--- src/rtl/core/psrf_ram.sv ---
// generic single-port-write ram with registered read
module psrf_ram #(
  parameter int unsigned WIDTH = 32,
  parameter int unsigned DEPTH = 64,
  parameter int unsigned AW    = (DEPTH > 1) ? $clog2(DEPTH) : 1
) (
  input  logic             clk_i,
  input  logic             we_i,
  input  logic [AW-1:0]    waddr_i,
  input  logic [WIDTH-1:0] wdata_i,
  input  logic [AW-1:0]    raddr_i,
  output logic [WIDTH-1:0] rdata_o
);

  logic [WIDTH-1:0] mem [DEPTH];
  logic [WIDTH-1:0] rdata_q;

  always_ff @(posedge clk_i) begin
    if (we_i) begin
      mem[waddr_i] <= wdata_i;
    end
    rdata_q <= mem[raddr_i];
  end

  assign rdata_o = rdata_q;

endmodule

--- config.mk ---
export PLATFORM = sky130hd
export DESIGN_NAME = psrf_ram
export DESIGN_NICKNAME = d
export VERILOG_FILES = /design/src/rtl/core/psrf_ram.sv
export SDC_FILE = /design/constraint.sdc
export NUM_CORES = 2
export LEC_CHECK = 0
export BUFFER_PORTS_ARGS = -buffer_cell sky130_fd_sc_hd__buf_4
export CAP_MARGIN = 20
export CORE_ASPECT_RATIO = 0.6
export CORE_MARGIN = 3
export CORE_UTILIZATION = 50
export CTS_BUF_LIST = sky130_fd_sc_hd__clkbuf_8
export CTS_CLUSTER_SIZE = 40
export DETAILED_ROUTE_END_ITERATION = 16
export PLACE_DENSITY = 0.65
export SETUP_SLACK_MARGIN = 0.05
export SLEW_MARGIN = 10
export SYNTH_ARGS = -nofsm -noshare
export SYNTH_HDL_FRONTEND = slang
export SYNTH_SLANG_ARGS = --single-unit
--- constraint.sdc ---
create_clock -name clk_i -period 6.5 [get_ports clk_i]
set_input_delay 0.325 -clock clk_i [delete_from_list [all_inputs] [get_ports clk_i]]
set_output_delay 0.325 -clock clk_i [all_outputs]
set_load 0.05 [all_outputs]
==> metrics.md <==
| Metric | Value |
|---|---|
| Commonest register cell after synthesis | edfxtp_1 |
| Syn nets | 3370 |
| Final Net Count | 3704 |
| Post-synthesis cell area | 78520 µm² |
| Post-DRT Antenna Nets | 0 |
| Layout cells sized above 1 | 29.58% |
| Worst-case reg-to-reg path depth | 4 |
| GRT Util Overall | 26.07% |
| Pins Over Slew Limit | 0 |
| CP max stage delay | 0.66 ns |
| Port Buffers | 77 |
| CORE AREA | 154300 µm² |
| Area leader, netlist | edfxtp_1 |
| List of most frequent post-synthesis cells | edfxtp_1 (2048), mux4_2 (544), nor2_1 (137) |
| H-tree levels | 5 |
| Adder-cell area share of the yosys netlist | 0% |
| Vias in the first global route | 38700 |
| Mux cell area share after synthesis | 16.79% |
| Post-Synthesis Cells | 3324 |
| Die area | 162000 µm² |
| Most numerous cell on the critical path | buf_4 |
| Period utilization | 44.06% |
| Fin Clk Skew | 0.05666 ns |
| Synth warn | 0 |
| Total negative slack | 0 ns |
| Worst Hold Class | input port to flop |
| Wirelength per Cell | 35.23 µm |
| Status | complete, no violations |
| Pin count of the biggest net entering global routing | 109 |
| Final WL | 209.9 mm |
| Setup Buffers After CTS | 0 |
| Post-synth EDFFs | 2048 |
| Top-count cell post-synth | edfxtp_1 |
| Hold path start | raddr_i[5] |
| Crit path kind | input port to flop |
| CP Buf/Inv Count | 4 |
| Tmin final | 2.864 ns |
| Gpl congestion | 0.8113 |
| Clk_lat worst skew | 0.98 ns |
| R2r startpoint | mem[31][2] |
| Measured slew at the worst slew-check pin | 1.127 ns |
| Row count | 111 |
| Root Driver | clkbuf_8 |
| Die height | 313.0 µm |
| CP top delay family | buffers and inverters |
| Starting Density | 50.89% |
| DR vias | 38260 |
| CTS Sinks | 2080 |
| Pleak | 27.55 nW |
| I/O Pins | 78 |
| Cts hold-fix bufs | 33 |
| Initial antenna violation count | 14 |
| Worst r2r dst | rdata_o[2] |
| DPL Wire Length | 113.7 mm |
| Drt pass-1 iters | 5 |
| Via density | 6.421 |
| # DRC | 0 |
| Main combinational cell family by area after synthesis | multiplexers |
| Synth cell types | 34 |
| RSZ-0062 raised after global routing | false |
| Post-Synth Simple-Gate Area | 1.265% |
| Critical-path cell list | buf_4 -> buf_4 -> buf_4 -> nand2b_1 -> buf_8 -> o22ai_1 -> nor2_1 -> a21oi_1 -> nor2_1 |
| Area contributors post-synth | edfxtp_1 (78%), mux4_2 (16%), mux2i_1 (1.2%), dfxtp_1 (0.82%), o22ai_1 (0.67%) |
| FFs w/ async S/R, synth | 0% |
| Initial DRC count | 5728 |
| First-pass GRT wire length | 295.1 mm |
| Min-Delay Endpoint | rdata_o[18] |
| CTS Buf Count | 299 |
| Post_cts resized | 0 |
| Post-synthesis sequential area ratio | 79.14% |
| CTS tree | built |
| CP Capture Type | flop |
| Max Cap Viol | 0 |
| Final hold vios | 0 |
| Mapped Avg Cell Area | 23.62 µm² |
| Final setup violation count | 0 |
| Post-synth top area share | 78.33% |
| Max Freq | 0.3491 GHz |
| Worst slew margin | 24.55% |
| Synth Area in Compound Gates | 1.673% |
| VDD IR max | 0.2535 mV |
| Hold path depth | 4 |
| Critical Path RT | 7.38 ns |
| Crit-path max FO | 31 |
| Post-Synth XOR/XNOR Area | 0% |
| CP Launch Type | input port |
| Area grow syn2layout | 11.88% |
| Synthesis-stage register bit count | 2080 |
| Die Width | 517.6 µm |
| PD cells | 294.9 nW/µm² |
| Total power | 25.91 mW |
| R2r setup slk | 4.15 ns |
| Clk buf depth | 4 |
| Worst Path Arrival | 3.74 ns |
| Grt ovf | 0 |
| Reg clk slew, reported paths | 0.07 ns |
| Slowest-stage cell, CP | nor2_1 |
flip-flops by register name, summed over array words and instances (netlist names):
name     flops
mem       2048
rdata_o     32
worst max-delay path by stage:
stage             endpoint        from  depth (start not counted)  slack (ns)
2_1_floorplan   mem[48][0]  waddr_i[3]                          4        3.02
3_3_place_gp   rdata_o[22]  raddr_i[3]                          8        2.31
3_5_place_dp   rdata_o[25]  raddr_i[2]                          7        2.46
4_1_cts        rdata_o[25]  raddr_i[2]                          7        3.52
5_1_grt        rdata_o[25]  raddr_i[3]                          9        3.62
6_report       rdata_o[22]  raddr_i[3]                          9        3.64
routing by layer:
layer / wire length, µm / part of all wire, % / global-route usage (%) / vias to the layer above
li1: - / - / - / 14930
met1: 87160 / 42 / 40.78 / 20490
met2: 90990 / 43 / 36.51 / 2553
met3: 27470 / 13 / 7.450 / 284
met4: 4255 / 2.0 / 6.232 / 4
met5: 27 / 0.013 / 0 / -
area by class of cell:
cell class,count,area [µm²]
Antenna cell,5,12.51
Clock buffer,308,4239
Clock inverter,199,964.7
Fill cell,10970,66460
Multi-Input combinational cell,1062,15970
Sequential cell,2080,62140
Tap cell,2090,2615
Timing Repair Buffer,215,1899
layout by cell type (no fill, tap or decap), types with 5 or more instances in the layout:
cell / n
a21oi_1: 61
a22oi_1: 12
a311oi_1: 8
buf_12: 11
buf_4: 163
buf_8: 5
bufinv_16: 6
clkbuf_8: 308
clkinv_1: 53
clkinv_2: 23
clkinvlp_4: 7
dfxtp_1: 32
diode_2: 5
dlygate4sd3_1: 33
edfxtp_1: 2048
inv_1: 109
mux2i_1: 93
mux4_2: 544
nand2_1: 26
nand2b_1: 8
nand3_1: 5
nand3b_1: 5
nor2_1: 74
nor2_4: 62
nor2b_1: 14
nor3_1: 5
o221ai_1: 27
o22ai_1: 84
through the flow:
stage	cell area, µm²	std cells	setup slack [ns]	util, %	hold slack [ns]
global placement	82200	5408	2.309	53.28	0.7747
global route	87840	5956	3.616	56.93	0.06209
detailed placement	82270	5412	2.457	53.32	0.7836
CTS	87800	5952	3.516	56.90	0.01766
finish	87840	5959	3.636	56.93	0.09972
floorplan	78520	3324	3.015	-	0.4239
logic make-up after synthesis:
family          count (synthesis)
flops                        2080
buf+inv                       182
simple gates                  223
compound gates                202
mux                           637
power by group:
part / switching [mW] / internal, mW
Combinational: 1.07 / 0.526
Clock: 4.79 / 4.62
Sequential: 0.0585 / 14.8
Total: 5.92 / 20.0
worst register-to-register path, cell delays in order (launching register included):
cell	delay (ns)
edfxtp_1	0.36
mux4_2	0.49
mux4_2	0.67
o22ai_1	0.57
nor2_1	0.13
Power figures use the tool's default switching activity.
